<file path="src/rtl/opet_pkg.sv">
// Package for the one-shot/periodic event timer: field widths, command,
// mode and register index codes, and the structs passed between modules.
// No dependencies.
package opet_pkg;

    localparam int CMD_W   = 2;
    localparam int TIME_W  = 63;
    localparam int FREQ_W  = 32;
    localparam int VEC_W   = 8;
    localparam int CNT_W   = 64;
    localparam int MODE_W  = 2;
    localparam int TICKS_W = 32;
    localparam int WIDX_W  = 2;
    localparam int WDATA_W = 32;

    // Commands carried by an input item
    localparam logic [CMD_W-1:0] CMD_TICK  = 2'd0;
    localparam logic [CMD_W-1:0] CMD_START = 2'd1;
    localparam logic [CMD_W-1:0] CMD_STOP  = 2'd2;

    // Timer modes
    localparam logic [MODE_W-1:0] MODE_OFF      = 2'd0;
    localparam logic [MODE_W-1:0] MODE_PERIODIC = 2'd1;
    localparam logic [MODE_W-1:0] MODE_ONESHOT  = 2'd2;

    // Configuration register indexes
    localparam logic [WIDX_W-1:0] REG_TICK_FREQUENCY = 2'd0;
    localparam logic [WIDX_W-1:0] REG_VECTOR_NUMBER  = 2'd1;
    localparam logic [WIDX_W-1:0] REG_EVENTS_ENABLED = 2'd2;

    localparam logic [FREQ_W-1:0] FREQ_RESET = 32'd100000000;

    // Per-item control traveling alongside the tick conversion pipeline
    typedef struct packed {
        logic [CMD_W-1:0] command;
        logic             first_nz;
        logic             period_nz;
    } opet_side_t;

    // One result item
    typedef struct packed {
        logic              fired;
        logic              event_delivered;
        logic [VEC_W-1:0]  fired_vector;
        logic [CNT_W-1:0]  latched_count;
        logic [MODE_W-1:0] timer_mode;
        logic              is_masked;
    } opet_result_t;

endpackage

</file>
<file path="src/rtl/opet_conv.sv">
// Two-stage conversion of 31.32 seconds to ticks: ((freq * t) mod 2^64) >> 32.
// Depends on opet_pkg.
module opet_conv import opet_pkg::*;
(
    input  logic               clk,
    input  logic               en,
    input  logic [FREQ_W-1:0]  freq,
    input  logic [TIME_W-1:0]  t,
    output logic [TICKS_W-1:0] ticks
);

    logic [63:0]        prod_lo;
    logic [63:0]        prod_hi;
    logic [TICKS_W-1:0] lo_part_reg;
    logic [TICKS_W-1:0] hi_part_reg;
    logic [TICKS_W-1:0] ticks_reg;

    // Only bits 63:32 of the wrapped product survive: the upper half of
    // freq * t[31:0] plus the lower half of freq * t[62:32].
    assign prod_lo = 64'(freq) * 64'(t[31:0]);
    assign prod_hi = 64'(freq) * 64'(t[TIME_W-1:32]);

    // Stage 1: partial products, stage 2: combine
    always_ff @(posedge clk)
    begin
        if (en)
        begin
            lo_part_reg <= prod_lo[63:32];
            hi_part_reg <= prod_hi[31:0];
            ticks_reg   <= lo_part_reg + hi_part_reg;
        end
    end

    assign ticks = ticks_reg;

endmodule

</file>
<file path="config.mk">
export PLATFORM = sky130hd
export DESIGN_NAME = opet_conv
export DESIGN_NICKNAME = d
export VERILOG_FILES = /design/src/rtl/opet_pkg.sv /design/src/rtl/opet_conv.sv
export SDC_FILE = /design/constraint.sdc
export NUM_CORES = 2
export LEC_CHECK = 0
export ABC_AREA = 1
export BUFFER_PORTS_ARGS = -buffer_cell sky130_fd_sc_hd__buf_2
export CAP_MARGIN = 20
export CORE_MARGIN = 2
export CORE_UTILIZATION = 25
export CTS_CLUSTER_SIZE = 20
export DETAILED_ROUTE_END_ITERATION = 10
export GPL_ROUTABILITY_DRIVEN = 1
export PLACE_DENSITY = 0.4
export RECOVER_POWER = 25
export SLEW_MARGIN = 30
export SYNTH_ARGS = -nofsm -noshare
export SYNTH_HDL_FRONTEND = slang
export SYNTH_SLANG_ARGS = --single-unit
</file>
<file path="constraint.sdc">
create_clock -name clk -period 10.23 [get_ports clk]
set_input_delay 2.5575 -clock clk [delete_from_list [all_inputs] [get_ports clk]]
set_output_delay 2.5575 -clock clk [all_outputs]
set_load 0.01 [all_outputs]
</file>
==> metrics.txt <==
clk_lat worst skew approximately 350 ps; Syn. warnings 0; Required @ worst endpoint 10400 ps; drt wl/cell approximately 19 um; Final Util 0.273; Final Max Slew Viols 33; Distinct cells, synth 39; Area Overhead vs Synth 8.86%; routability cong. just under 0.9; worst slew pin tran between 1500 and 2000 ps; CTS sink count 96; Root Driver clkbuf_16; HP Class reg2reg; post-route antenna net violation count 0; H-tree depth 3; Die Wd around 480 um; register area share after synthesis 0.0517; largest net degree at the start of global routing between 60 and 70; IO Count between 100 and 150; top cell type's share of synthesized area 0.468; # DRC 0; die height approximately 480 um; worst rel slew slack -0.170; vias in the first global route approximately 47000; share of layout cells above drive strength 1 0.0426; WHS ~610 ps; antenna violations before repair 14; Fin. Hold Viols 0; Async S/R FF share, synth 0; clk_skew around 18 ps; Setup Viol. Count Final 0; total congestion overflow 0; status finished, violations left; Crit-path slowest cell buf_2; input/output buffers 128; synth top area cells fa_1 47%, inv_1 16%, nand2_1 14%; Mapped Area around 56000 um2; Top Usage Layer GRT met2; met3 global-route usage 0.00768; Commonest cells post-synth 2328 x inv_1, 2008 x nand2_1, 1305 x fa_1; vias per inst between 4 and 5; Synth area leader fa_1; Startpoint Class input port; period utilisation layout 0.952; postcts setup bufs 0; RSZ-0062 raised after global routing false; CTS Hold Bufs 0; Max-Cap Viols 1; worst path arrival time 9910 ps; fin crit period 9740 ps; Post-Route Setup TNS 0 ps; Post-synth EDFFs 96; CP dominant cell by count fa_1; first drt pass iteration count 6; grt met2 use 0.287; Synth Instances 7222; FMAX just over 100 MHz; Setup crit end kind register; first-pass GRT wire length ~290 mm; Final HPWL DP roughly 160 mm; Synth Register Bits 96; clock tree from TritonCTS yes; starting density of the core 0.251; clk slew on worst S/H paths approximately 70 ps; final wirelength roughly 190 mm; core area approximately 220000 um2; GR Layer Usage met1 0.241; Layout Nets between 9000 and 10000; syn_nets 9035; Iteration-0 DRC Markers between 2000 and 3000; syn_area_per_cell approximately 7.7 um2; failing checks capacitance limit, slew limit; GRT Util Overall 0.168; most common cell in the netlist inv_1; vias post-DR roughly 43000; Num CTS Buffers 9; Die ar. around 230000 um2; Synth Flop Type edfxtp_1; PostCTS Resize Cnt 0; kind of critical path in2reg; row count 173; crit-path max FO 18; clk buf depth 2; slowest cell delay on critical path approximately 660 ps
-- worst max-delay path: cells and delay by family --
family / cells / cell delay [ps]
xor+xnor: 1 / 230
simple gates: 9 / 1390
fa+ha+maj: 9 / 4460
buf+inv: 7 / 1230
-- per-stage QoR --
stage | instances | setup slack [ps] | instance area (um2)
after floorplan | 7222 | 1310 | 55800
after global placement | 10200 | 97.1 | 60400
after detailed placement | 10200 | 145 | 60400
after CTS | 10200 | 502 | 60700
after global routing | 10200 | 216 | 60700
final | 10200 | 491 | 60700
-- metal layers --
metal	routed length, um	vias up
li1	-	20100
met1	89700	22400
met2	90300	764
met3	5800	92
met4	2680	0
met5	0	-
-- worst paths after layout --
check | startpoint | to | slack, ps | cells after the start
setup reg to reg | lo_part_reg[0]$_DFFE_PP_ | ticks[30]$_DFFE_PP_ | 6980 | 11
hold / removal | hi_part_reg[0]$_DFFE_PP_ | ticks[0]$_DFFE_PP_ | 610 | 1
setup / recovery | freq[17] | hi_part_reg[29]$_DFFE_PP_ | 490 | 26
hold reg to reg | hi_part_reg[0]$_DFFE_PP_ | ticks[0]$_DFFE_PP_ | 610 | 1
-- logic make-up (layout without fill, tap and decap cells) --
kind of cell               count (synthesis)  count (layout)  synth area share
AOI/OAI and AO/OA                        309             309            0.0315
other                                      0               4                 0
DFF                                       96              96            0.0517
adders and majority gates               1716            1716             0.560
xor gates and xnor gates                  89              89            0.0140
buffers and inverters                   2650            2630             0.179
and+or+nand+nor                         2362            2362             0.163
-- layout make-up --
type,instances,area [um2]
multi-input combinational,4476,42900
sequential,96,2880
clock buffer,10,229
fill,24500,161000
timing repair buffer,283,2150
inverter,2331,8750
tap,2975,3720
clock inverter,6,66.3
antenna,4,10.0
-- layout by cell type, fill, tap and decap left out, drive strengths merged, types with 2 or more instances in the layout --
cell type  count
a21boi         3
xnor2         33
nor3          23
clkinv         3
a21o          26
nand4         11
o21a           2
nor4           8
a21oi        142
xor2          56
fa          1305
nand2       2009
a31oi         24
inv         2333
edfxtp        96
a221oi         2
ha           411
nand3        107
a211oi         2
o21ai         81
diode          4
o2111ai        2
o211ai         8
nor2         198
clkbuf        11
o21bai        15
nand3b         5
buf          282
Power is left out: the tool's default activity adds up to more than one toggle a clock period on the data nets, which glitch-free logic cannot reach.
