### config.mk
export PLATFORM = sky130hd
export DESIGN_NAME = opet_core
export DESIGN_NICKNAME = d
export VERILOG_FILES = /design/src/rtl/opet_pkg.sv /design/src/rtl/opet_core.sv
export SDC_FILE = /design/constraint.sdc
export NUM_CORES = 1
export LEC_CHECK = 0
export ABC_AREA = 0
export ABC_CLOCK_PERIOD_IN_PS = 9800
export BUFFER_PORTS_ARGS = -buffer_cell sky130_fd_sc_hd__buf_2
export CORE_AREA = 4 4 187 234
export CTS_BUF_LIST = sky130_fd_sc_hd__clkbuf_4 sky130_fd_sc_hd__clkbuf_8 sky130_fd_sc_hd__clkbuf_16
export DETAILED_ROUTE_END_ITERATION = 10
export DIE_AREA = 0 0 191 238
export HOLD_SLACK_MARGIN = 0.03
export MAX_ROUTING_LAYER = met4
export PLACE_DENSITY = 0.59
export SLEW_MARGIN = 20
export SYNTH_ARGS = -nofsm -noshare
export SYNTH_HDL_FRONTEND = slang
export SYNTH_SLANG_ARGS = --single-unit
### constraint.sdc
create_clock -name clk -period 9.8 [get_ports clk]
set_input_delay 0.98 -clock clk [delete_from_list [all_inputs] [get_ports clk]]
set_output_delay 0.98 -clock clk [all_outputs]
set_load 0.01 [all_outputs]
### src/rtl/opet_pkg.sv
// Package for the one-shot/periodic event timer: field widths, command,
// mode and register index codes, and the structs passed between modules.
// No dependencies.
package opet_pkg;

    localparam int CMD_W   = 2;
    localparam int TIME_W  = 63;
    localparam int FREQ_W  = 32;
    localparam int VEC_W   = 8;
    localparam int CNT_W   = 64;
    localparam int MODE_W  = 2;
    localparam int TICKS_W = 32;
    localparam int WIDX_W  = 2;
    localparam int WDATA_W = 32;

    // Commands carried by an input item
    localparam logic [CMD_W-1:0] CMD_TICK  = 2'd0;
    localparam logic [CMD_W-1:0] CMD_START = 2'd1;
    localparam logic [CMD_W-1:0] CMD_STOP  = 2'd2;

    // Timer modes
    localparam logic [MODE_W-1:0] MODE_OFF      = 2'd0;
    localparam logic [MODE_W-1:0] MODE_PERIODIC = 2'd1;
    localparam logic [MODE_W-1:0] MODE_ONESHOT  = 2'd2;

    // Configuration register indexes
    localparam logic [WIDX_W-1:0] REG_TICK_FREQUENCY = 2'd0;
    localparam logic [WIDX_W-1:0] REG_VECTOR_NUMBER  = 2'd1;
    localparam logic [WIDX_W-1:0] REG_EVENTS_ENABLED = 2'd2;

    localparam logic [FREQ_W-1:0] FREQ_RESET = 32'd100000000;

    // Per-item control traveling alongside the tick conversion pipeline
    typedef struct packed {
        logic [CMD_W-1:0] command;
        logic             first_nz;
        logic             period_nz;
    } opet_side_t;

    // One result item
    typedef struct packed {
        logic              fired;
        logic              event_delivered;
        logic [VEC_W-1:0]  fired_vector;
        logic [CNT_W-1:0]  latched_count;
        logic [MODE_W-1:0] timer_mode;
        logic              is_masked;
    } opet_result_t;

endpackage

### src/rtl/opet_core.sv
// Timer state update stage: counter, match, mask, mode and capture, plus the
// result register. Depends on opet_pkg.
module opet_core import opet_pkg::*;
(
    input  logic               clk,
    input  logic               rst_n,
    input  logic               en,
    input  logic               item_valid,
    input  opet_side_t         side,
    input  logic [TICKS_W-1:0] first_ticks,
    input  logic [TICKS_W-1:0] period_ticks,
    input  logic [VEC_W-1:0]   vector_number,
    input  logic               events_enabled,
    output logic               res_valid,
    output opet_result_t       res
);

    logic [CNT_W-1:0]  tick_count_reg, tick_count_next;
    logic [CNT_W-1:0]  match_reg, match_next;
    logic [CNT_W-1:0]  reload_reg, reload_next;
    logic [MODE_W-1:0] mode_reg, mode_next;
    logic              mask_reg, mask_next;
    logic [CNT_W-1:0]  capture_reg, capture_next;
    logic              res_valid_reg;
    opet_result_t      res_reg, res_next;
    logic              upd;
    logic              fire;
    logic [CNT_W-1:0]  delay;

    assign upd  = en && item_valid;
    assign fire = (side.command == CMD_TICK) && !mask_reg && (tick_count_reg == match_reg);

    // Next state for one item
    always_comb
    begin
        tick_count_next = tick_count_reg;
        match_next      = match_reg;
        reload_next     = reload_reg;
        mode_next       = mode_reg;
        mask_next       = mask_reg;
        capture_next    = capture_reg;
        delay           = '0;
        case (side.command)
            CMD_TICK:
            begin
                if (fire)
                begin
                    capture_next = tick_count_reg;
                    if (mode_reg == MODE_PERIODIC)
                        match_next = tick_count_reg + reload_reg;
                    else
                        mask_next = 1'b1;
                end
                tick_count_next = tick_count_reg + 64'd1;
            end
            CMD_START:
            begin
                if (side.period_nz)
                begin
                    mode_next   = MODE_PERIODIC;
                    reload_next = CNT_W'(period_ticks);
                end
                else
                begin
                    mode_next   = MODE_ONESHOT;
                    reload_next = '0;
                end
                delay      = side.first_nz ? CNT_W'(first_ticks) : reload_next;
                match_next = tick_count_reg + delay;
                mask_next  = 1'b0;
            end
            CMD_STOP:
            begin
                mask_next   = 1'b1;
                mode_next   = MODE_OFF;
                reload_next = '0;
            end
            default:
            begin
            end
        endcase

        res_next.fired           = fire;
        res_next.event_delivered = fire && events_enabled;
        res_next.fired_vector    = fire ? vector_number : '0;
        res_next.latched_count   = capture_next;
        res_next.timer_mode      = mode_next;
        res_next.is_masked       = mask_next;
    end

    // Timer state
    always_ff @(posedge clk or negedge rst_n)
    begin
        if (!rst_n)
        begin
            tick_count_reg <= '0;
            match_reg      <= '0;
            reload_reg     <= '0;
            mode_reg       <= MODE_OFF;
            mask_reg       <= 1'b1;
            capture_reg    <= '0;
        end
        else if (upd)
        begin
            tick_count_reg <= tick_count_next;
            match_reg      <= match_next;
            reload_reg     <= reload_next;
            mode_reg       <= mode_next;
            mask_reg       <= mask_next;
            capture_reg    <= capture_next;
        end
    end

    // Result valid
    always_ff @(posedge clk or negedge rst_n)
    begin
        if (!rst_n)
            res_valid_reg <= 1'b0;
        else if (en)
            res_valid_reg <= item_valid;
    end

    // Result payload
    always_ff @(posedge clk)
    begin
        if (upd)
            res_reg <= res_next;
    end

    assign res_valid = res_valid_reg;
    assign res       = res_reg;

    // A timer that is off never has its match armed
    a_off_masked: assert property (@(posedge clk) disable iff (!rst_n)
        (mode_reg == MODE_OFF) |-> mask_reg)
        else $error("timer off but unmasked");

    // Only a periodic timer keeps a reload value
    a_reload_periodic: assert property (@(posedge clk) disable iff (!rst_n)
        (reload_reg != '0) |-> (mode_reg == MODE_PERIODIC))
        else $error("reload value outside periodic mode");

    // A tick advances the counter by exactly one
    a_tick_step: assert property (@(posedge clk) disable iff (!rst_n)
        (upd && side.command == CMD_TICK) |=> (tick_count_reg == $past(tick_count_reg) + 64'd1))
        else $error("counter did not advance on tick");

    // A fire captures the count it matched on
    a_fire_capture: assert property (@(posedge clk) disable iff (!rst_n)
        (upd && fire) |=> (capture_reg == $past(tick_count_reg) && res_reg.fired))
        else $error("fire not captured");

endmodule

==> reports/summary.log, run 1 <==
INFO  run_status     run_status=finished, final reports clean
INFO  timing         timing.slew.headroom=30.6%
INFO  layout         largest_reg_flops=77
INFO  drt            vias_per_cell=5.35
INFO  global_route   global_route.usage.total=21.6%
INFO  worst_setup_path worst_r2r_endpoint=match_reg[21]$_DFFE_PN0P_
INFO  timing         drv_slew=0
INFO  yosys          synth_compound_area_share=11.8%
INFO  yosys          synth_area=16,400um^2
INFO  global_route   vias_in_the_first_global_route=12,808
INFO  drt            drc_errors=0
INFO  worst_setup_path cp_cell_sequence=buf_2 -> inv_1 -> ha_2 -> buf_4 -> nor2_1 -> a21oi_1 -> ha_1 -> inv_1 -> fa_1 -> nor2b_1 -> o2111ai_1 -> a21o_1 -> a2111oi_1 -> o211a_1 -> o211ai_1 -> o41ai_1 -> a31oi_1
INFO  worst_setup_path capturing_element_type_of_the_critical_path=register
INFO  timing         setup_tns=0ns
INFO  yosys          synth_fp_nets=1,866
INFO  place          port_buffers=158
INFO  worst_setup_path critPathMostFrequentCell=inv_1
INFO  clock_tree     tritoncts=built
INFO  drt            routedLengthMet1=19.8mm
INFO  timing         report.final.setup_viol=0
INFO  global_route   grt_first_pass_wirelength=74.6mm
INFO  worst_setup_path timing.critical_path.from_type=primary input
INFO  clock_tree     ctsResizeCount=0
INFO  yosys          synth_cell_type_count=71
INFO  timing         period_utilisation_layout=50.1%
INFO  yosys          dominant_cell_type_by_area_after_synthesis=dfrtp_1
INFO  clock_tree     cts_root_buffer=clkbuf_16
INFO  worst_setup_path worstPathArrival=5.26ns
INFO  worst_setup_path r2r_slack=5.44ns
INFO  drt            wl_met2=23.9mm
INFO  timing         final.setup_skew=0.0128ns
INFO  layout         drive_gt1_share=17.7%
INFO  yosys          post_synth_and_or_nand_nor_area_fraction=20.1%
INFO  worst_setup_path timing.critical_path.max_delay_family=compound AO/OA/AOI/OAI gates
INFO  place          gp_congestion=0.936
INFO  worst_setup_path crit_type=in -> reg
INFO  yosys          synthAdderAreaFrac=3.01%
INFO  drt            drt_first_pass_iters=5
INFO  power          power_per_cell_area=180nW/um^2
INFO  clock_tree     clkTransAtPathRegs=0.06ns
INFO  power          vdd_ir_drop_max=127uV
INFO  global_route   grt_start_max_net_pins=114
INFO  floorplanning  core=41,700um^2
INFO  yosys          synth_xor_area_share=7.24%
INFO  yosys          synth_largest_type_area_fraction=34.5%
INFO  clock_tree     cts_made_buffers=34
INFO  timing         hold_viol_final=0
INFO  drt            route.met3.wl=1.76mm
INFO  worst_setup_path worst_path_largest_cell_delay=0.59ns
INFO  drt            post_drt_wl_per_cell=19.7um
INFO  worst_setup_path worstSetupEndpoint=match_reg[62]$_DFFE_PN0P_
INFO  drt            drtAntennaViolNets=0
INFO  yosys          netlist_top_cells_count=nand2_1 (340), dfrtp_1 (227), nor2_1 (146), a21oi_1 (115), xnor2_1 (98)
INFO  hold_path      timing.hold.worst.class=in -> async
INFO  worst_setup_path critPathLaunch=side[3]
INFO  layout         num-nets-final=1,969
INFO  clock_tree     post-cts-setup-buffer-count=0
INFO  timing         clock.fmax=204MHz
INFO  floorplanning  floorplan.initialDensity=39.4%
INFO  yosys          synth_area_per_cell=9.42um^2
INFO  run            max_cap_viol_count=0
INFO  layout         postLayoutCellArea=18,900um^2
INFO  clock_tree     cts_htree_levels=2
INFO  yosys          ys_top_cells_by_area=dfrtp_1 (35%), edfxtp_1 (14%), nand2_1 (7.8%), mux2_2 (5.3%), xnor2_1 (5.2%)
INFO  layout         area_growth=14.8%
INFO  clock_tree     clk-insertion-delay-late=0.54ns
INFO  power          portion_of_total_power_attributed_to_the_clock_network=41.3%
INFO  power          swShare=27.3%
INFO  yosys          synth_cells=1,746
INFO  floorplanning  floorplan.rows=84
INFO  floorplanning  floorplan.die.width=191um
INFO  global_route   grt_antenna_before_repair=0
INFO  floorplanning  die_y=238um
INFO  worst_setup_path worst_r2r_startpoint=tick_count_reg[61]$_DFFE_PN0P_
INFO  timing         fin_crit=4.91ns
INFO  worst_setup_path critical_path_required=10.16ns
INFO  global_route   grt_remaining_overflow=0
INFO  worst_setup_path worst_path_max_delay_cell=a2111oi_1
INFO  yosys          ys.warnings.count=0
INFO  yosys          synth.most_common_cell=nand2_1
INFO  drt            route.vias.total=13,027
INFO  power          p_int=2470uW
INFO  floorplanning  overall_die_area=45,500um^2
INFO  yosys          count_of_flip_flops_with_a_built_in_enable_after_synthesis=77
INFO  yosys          post_synth_top_flop=dfrtp_1
INFO  timing         unrepaired_setup_endpoints_after_global_routing=no
INFO  yosys          share_of_the_yosys_chip_area_belonging_to_registers=48.8%
INFO  power          power.share.combinational=14.4%
INFO  place          dp_hpwl=35.5mm
INFO  worst_setup_path critical_path_depth=17
INFO  worst_setup_path path_buf_inv=4
INFO  layout         num_antenna_cells=0
INFO  yosys          synthesized_flop_and_latch_total=305
INFO  timing         worst_margin_pin_slew=1.04ns
INFO  clock_tree     clock_sink_count=305
INFO  clock_tree     clk_path_buf_depth=3
INFO  power          power.static_leakage=0.00824uW
INFO  drt            initialDrtViolationCount=855
INFO  place          dpl-instance-area=17,600um^2
INFO  power          power_frac_seq=44.3%
INFO  drt            route.top_layer_used=met4
INFO  yosys          combinational_family_with_the_most_area_after_synthesis=simple AND/OR/NAND/NOR gates
INFO  floorplanning  io_pins=159
INFO  yosys          async_flop_share=74.8%
INFO  yosys          yosys-mux-area-fraction=5.45%
INFO  worst_setup_path path_max_fanout=68
INFO  worst_setup_path rr_worst_depth=8
INFO  clock_tree     cts.hold.buffers_added=0
INFO  power          switching_power=925uW
INFO  drt            totalWireLength=47.8mm
==> layout make-up <==
class / count / area, um^2
inverters: 41 / 156
flip-flops and latches: 305 / 8020
well taps: 559 / 699
clock inverters: 15 / 255
fillers: 4057 / 22800
clock buffers: 47 / 986
repair buffers: 174 / 921
multi-input cells: 1293 / 7850
==> worst min path at each step <==
stage	endpoint	slack [ns]	start	cells past startpoint
6_report	reload_reg[10]$_DFFE_PN0P_	0.44	rst_n	1
5_1_grt	capture_reg[6]$_DFFE_PN0P_	0.48	capture_reg[6]$_DFFE_PN0P_	2
4_1_cts	capture_reg[6]$_DFFE_PN0P_	0.47	capture_reg[6]$_DFFE_PN0P_	2
3_5_place_dp	capture_reg[8]$_DFFE_PN0P_	0.46	capture_reg[8]$_DFFE_PN0P_	2
3_3_place_gp	capture_reg[43]$_DFFE_PN0P_	0.45	capture_reg[43]$_DFFE_PN0P_	2
2_1_floorplan	capture_reg[17]$_DFFE_PN0P_	0.44	capture_reg[17]$_DFFE_PN0P_	2
==> cell families after synthesis <==
group                      count (synthesis)
muxes                                     80
DFF                                      305
AOI/OAI and AO/OA                        320
and+or+nand+nor                          718
buffers and inverters                    148
adders and majority gates                 39
xor gates and xnor gates                 136
==> metal layers <==
metal  track usage (%)  vias to the layer above
li1                  -                     6309
met1              26.0                     6279
met3              2.40                       99
met4              9.51                        0
met2              36.7                      340
met5                 -                        -
==> power by group through the flow <==
| stage | Combinational (uW) | Clock (uW) | Sequential, uW |
|---|---|---|---|
| detailed placement | 490 | 0 | 1530 |
| global placement | 484 | 0 | 1530 |
| floorplan | 330 | 0 | 1510 |
| global route | 544 | 1490 | 1520 |
| finish | 488 | 1400 | 1500 |
| CTS | 492 | 1440 | 1510 |
==> through the flow <==
step	total power [uW]	instances	util (%)	setup slack [ns]	hold slack [ns]
final	3400	2434	45.3	4.89	0.437
after global routing	3550	2434	45.3	4.50	0.481
after CTS	3430	2434	45.2	4.96	0.471
after detailed placement	2020	2372	42.3	4.40	0.456
after global placement	2010	2372	42.3	4.50	0.452
after floorplan	1830	1746	-	5.35	0.439
==> cells in the final DEF (no fill, tap or decap), types with 7 or more instances in the layout <==
cell type,n
or4_1,7
nand4_1,43
nor2_1,146
o2111ai_1,11
clkbuf_4,7
o211ai_1,8
ha_1,37
nor2b_1,11
clkbuf_16,34
nand2_1,338
buf_4,16
and3_1,12
edfxtp_1,77
or3_1,23
o31ai_1,40
o21ai_0,70
xnor2_1,98
xor2_1,38
a21o_1,10
a21oi_1,115
nor4_1,18
nor3_1,15
a31oi_1,27
inv_1,40
buf_2,157
nand3_1,28
dfrtp_1,227
and2_1,12
mux2_2,77
nand2b_1,38
No activity file was read; power rests on OpenSTA's default activity.
==> run 2, diff against run 1 <==
Settings changed: ABC_AREA 0 to 1, ABC_CLOCK_PERIOD_IN_PS 9800 to 4200, CORE_AREA 4 4 187 234 to 4 4 204 256, DIE_AREA 0 0 191 238 to 0 0 208 260, PLACE_DENSITY 0.59 to 0.61.
Clock period 9.8 ns to 4.2 ns, I/O delays scaled along.
==> run 2 against run 1 <==
Compared with the run above: core utilization is essentially flat; synthesized area grew 20%; worst setup slack lost 3.9 ns; combinational power grew to 4.8 times the previous value; synthesized cell count grew 68%; critical endpoint is now match_reg[33]$_DFFE_PN0P_; largest cell class is now multi-input gates; largest power group unchanged.
==> reports/summary.log, run 2 <==
INFO  timing         post_route_worst_hold_slack=0.0798ns [-0.357 ns]
INFO  worst_setup_path worstPathArrival=3.72ns [-1.54 ns]
INFO  yosys          synth_cell_type_count=41 [-42%]
INFO  hold_path      hold_crit_endpoint=res_valid$_DFFE_PN0P_
INFO  place          dp_hpwl=69.0mm [+94%]
INFO  worst_setup_path rr_worst_depth=14 [+6]
INFO  floorplanning  floorplan.rows=92 [+9.5%]
INFO  hold_path      timing.hold.worst.class=in -> reg
INFO  layout         drive_gt1_share=9.38% [-8.3 points]
INFO  floorplanning  io_pins=159 [unchanged]
INFO  timing         report.final.setup_viol=0 [unchanged]
INFO  yosys          count_of_flip_flops_with_a_built_in_enable_after_synthesis=77 [unchanged]
INFO  layout         layout.cells.most_common=nand2_1
INFO  clock_tree     cts_root_buffer=clkbuf_16
INFO  clock_tree     cts_made_buffers=37 [+8.8%]
INFO  hold_path      worstHoldStart=en
INFO  hold_path      worst_hold_path.num_cells=2
INFO  power          power.static_leakage=0.0121uW [+46%]
INFO  timing         clock.fmax=307MHz
INFO  clock_tree     cts.hold.buffers_added=1 [+1]
INFO  timing         hold_viol_final=0 [unchanged]
INFO  yosys          async_flop_share=74.8% [unchanged]
INFO  floorplanning  overall_die_area=54,100um^2 [+19%]
INFO  worst_setup_path critical_path_required=4.66ns [-5.50 ns]
INFO  layout         largest_reg_flops=77 [unchanged]
INFO  layout         num-nets-final=3,173 [+61%]
INFO  timing         worst_margin_pin_slew=1.07ns [+0.0241 ns]
INFO  drt            drt_first_pass_iters=7 [+2]
INFO  yosys          synth_area=19,800um^2 [+20%]
INFO  global_route   grt_antenna_before_repair=0 [unchanged]
INFO  run_status     run_status=finished, final reports clean
INFO  timing         final.setup_skew=0.0310ns [+0.0182 ns]
INFO  worst_setup_path path_max_fanout=23 [-66%]
INFO  floorplanning  floorplan.initialDensity=39.6% [+0.21 points]
INFO  worst_setup_path worst_r2r_startpoint=tick_count_reg[20]$_DFFE_PN0P_
INFO  global_route   vias_in_the_first_global_route=18,835 [+47%]
INFO  drt            post_drt_wl_per_cell=23.2um [+18%]
INFO  layout         mostFrequentLayoutCells=nand2_1 (1,242), inv_1 (381), nor2_1 (234)
INFO  yosys          post_synth_top_flop=dfrtp_1
INFO  drt            vias_per_cell=5.26 [-1.8%]
INFO  clock_tree     tritoncts=built
INFO  timing         fin_crit=3.25ns
INFO  worst_setup_path r2r_slack=1.01ns [-4.43 ns]
INFO  yosys          synth_area_per_cell=6.75um^2 [-28%]
INFO  clock_tree     clock_sink_count=305 [unchanged]
INFO  floorplanning  floorplan.die.width=208um [+8.9%]
INFO  global_route   grt_first_pass_wirelength=126mm [+69%]
INFO  timing         period_utilisation_layout=77.5%
INFO  worst_setup_path path_buf_inv=4 [unchanged]
INFO  worst_setup_path worst_path_max_delay_cell=ha_1
INFO  timing         setup_tns=0ns [unchanged]
INFO  power          power_per_cell_area=429nW/um^2 [+140%]
INFO  worst_setup_path worst_path_largest_cell_delay=0.43ns [-0.16 ns]
INFO  yosys          ys.warnings.count=0 [unchanged]
INFO  drt            initialDrtViolationCount=1,937 [+130%]
INFO  clock_tree     post-cts-setup-buffer-count=0 [unchanged]
INFO  worst_setup_path crit_type=in -> reg
INFO  yosys          netlist_top_cells_count=nand2_1 (1,242), inv_1 (381), nor2_1 (236), dfrtp_1 (227), nand4_1 (135)
INFO  worst_setup_path cp_cell_sequence=buf_2 -> inv_1 -> buf_4 -> o21ai_0 -> o22ai_1 -> ha_1 -> nand2_1 -> nor2_1 -> nand2_1 -> inv_1 -> nand2_1 -> nand2_1 -> nand2_1 -> nand3_1 -> nand2_1 -> nand2_1 -> nand2_1
INFO  worst_setup_path timing.critical_path.from_type=primary input
INFO  power          vdd_ir_drop_max=367uV [+190%]
INFO  yosys          ys_top_cells_by_area=dfrtp_1 (29%), nand2_1 (24%), edfxtp_1 (12%), inv_1 (7.2%), nor2_1 (4.5%)
INFO  global_route   grt_start_max_net_pins=85 [-25%]
INFO  timing         drv_slew=0 [unchanged]
INFO  clock_tree     clkTransAtPathRegs=0.06ns [about the same]
INFO  drt            route.vias.total=19,666 [+51%]
INFO  yosys          synthesized_flop_and_latch_total=305 [unchanged]
INFO  drt            drc_errors=0 [unchanged]
INFO  drt            totalWireLength=86.7mm [+81%]
INFO  run            max_cap_viol_count=0 [unchanged]
INFO  layout         area_growth=14.1%
INFO  yosys          synth_fp_nets=3,052 [+64%]
INFO  yosys          share_of_the_yosys_chip_area_belonging_to_registers=40.5% [-8.2 points]
INFO  timing         unrepaired_setup_endpoints_after_global_routing=no
INFO  clock_tree     cts_htree_levels=2 [unchanged]
INFO  drt            drtAntennaViolNets=0 [unchanged]
INFO  place          port_buffers=158 [unchanged]
INFO  floorplanning  die_y=260um [+9.2%]
INFO  floorplanning  core=50,000um^2 [+20%]
INFO  worst_setup_path capturing_element_type_of_the_critical_path=register
INFO  yosys          dominant_cell_type_by_area_after_synthesis=dfrtp_1
INFO  worst_setup_path worst_r2r_endpoint=match_reg[51]$_DFFE_PN0P_
INFO  yosys          synth.most_common_cell=nand2_1
INFO  global_route   grt_remaining_overflow=0 [unchanged]
INFO  clock_tree     clk_path_buf_depth=3 [unchanged]
INFO  worst_setup_path critPathMostFrequentCell=nand2_1
INFO  global_route   global_route.usage.total=32.2% [+11 points]
INFO  yosys          synth_cells=2,932 [+68%]
INFO  timing         timing.slew.headroom=28.9% [-1.7 points]
INFO  yosys          synth_largest_type_area_fraction=28.7% [-5.8 points]
INFO  clock_tree     clk-insertion-delay-late=0.57ns [+0.03 ns]
INFO  layout         num_antenna_cells=0 [unchanged]
INFO  clock_tree     ctsResizeCount=0 [unchanged]
INFO  place          gp_congestion=0.989 [+5.7%]
INFO  worst_setup_path timing.critical_path.max_delay_family=simple AND/OR/NAND/NOR gates
[run 2: cell types whose count changed in the layout (fill, tap and decap cells not counted), sizes merged, moves of 29 or more]
cell	delta
xor2	+54
nor3	+29
a21oi	-58
xnor2	-96
nand4	+92
nand2b	-38
inv	+342
mux2	-77
nand3	+95
nor2	+94
o31ai	-40
nand2	+905
[run 2: logic make-up after synthesis]
group | count (synthesis) | share of synthesized area (%)
simple gates | 1805 | 37.6
flops | 305 | 40.5
xor+xnor | 94 | 4.16
fa+ha+maj | 39 | 2.50
buf+inv | 499 | 10.1
compound gates | 190 | 5.09
[run 2: metrics by stage]
| step | utilization, % | power [uW] | setup slack (ns) | area [um^2] | instances |
|---|---|---|---|---|---|
| after floorplan | - | 5110 | 0.804 | 19800 | 2932 |
| final | 45.2 | 9700 | 0.946 | 22600 | 3740 |
| after CTS | 45.2 | 9730 | 1.00 | 22600 | 3739 |
| after global routing | 45.2 | 10200 | 0.792 | 22600 | 3740 |
| after detailed placement | 42.4 | 6110 | 0.412 | 21200 | 3670 |
| after global placement | 42.4 | 6100 | 0.360 | 21200 | 3670 |
[run 2: how the worst max path moves through the flow]
stage	cells past startpoint	start	end	slack, ns
global route	17	side[3]	match_reg[20]$_DFFE_PN0P_	0.79
floorplan	3	en	res[0]$_DFFE_PP_	0.80
CTS	16	side[3]	match_reg[20]$_DFFE_PN0P_	1.00
detailed placement	16	side[3]	match_reg[20]$_DFFE_PN0P_	0.41
finish	17	side[1]	match_reg[33]$_DFFE_PN0P_	0.95
global placement	16	side[3]	match_reg[20]$_DFFE_PN0P_	0.36
[run 2: worst reg2reg max path, stage by stage, from the launching register on]
cell and delay [ns]:
dfrtp_1 0.76, inv_1 0.15, nand2_1 0.09, nand2_1 0.15, nor2_1 0.18, nand2_1 0.12
nor2_1 0.12, nand2_1 0.18, nor2_4 0.16, nand3_2 0.21, nand2_2 0.15, nand2_2 0.05
buf_4 0.38, nand2_1 0.28, nand2_1 0.07
[run 2: final cells by class]
class | count | area [um^2]
well taps | 658 | 823
multi-input cells | 2128 | 9800
clock buffers | 51 | 1110
inverters | 386 | 1450
repair buffers | 195 | 1130
fillers | 5281 | 27400
clock inverters | 17 | 250
flip-flops and latches | 305 | 8020
[run 2: report_power, final]
| part | switching (uW) | internal (uW) | total [uW] |
|---|---|---|---|
| sequential | 402 | 3340 | 3750 |
| clock | 1420 | 2180 | 3600 |
| combinational | 1630 | 723 | 2360 |
[run 2: per-layer routing]
layer	wire length (um)	up-vias	track usage (%)
li1	-	9466	-
met2	41200	679	53.0
met4	3710	0	11.8
met1	37100	9400	41.1
met3	4660	121	3.87
met5	0	-	-
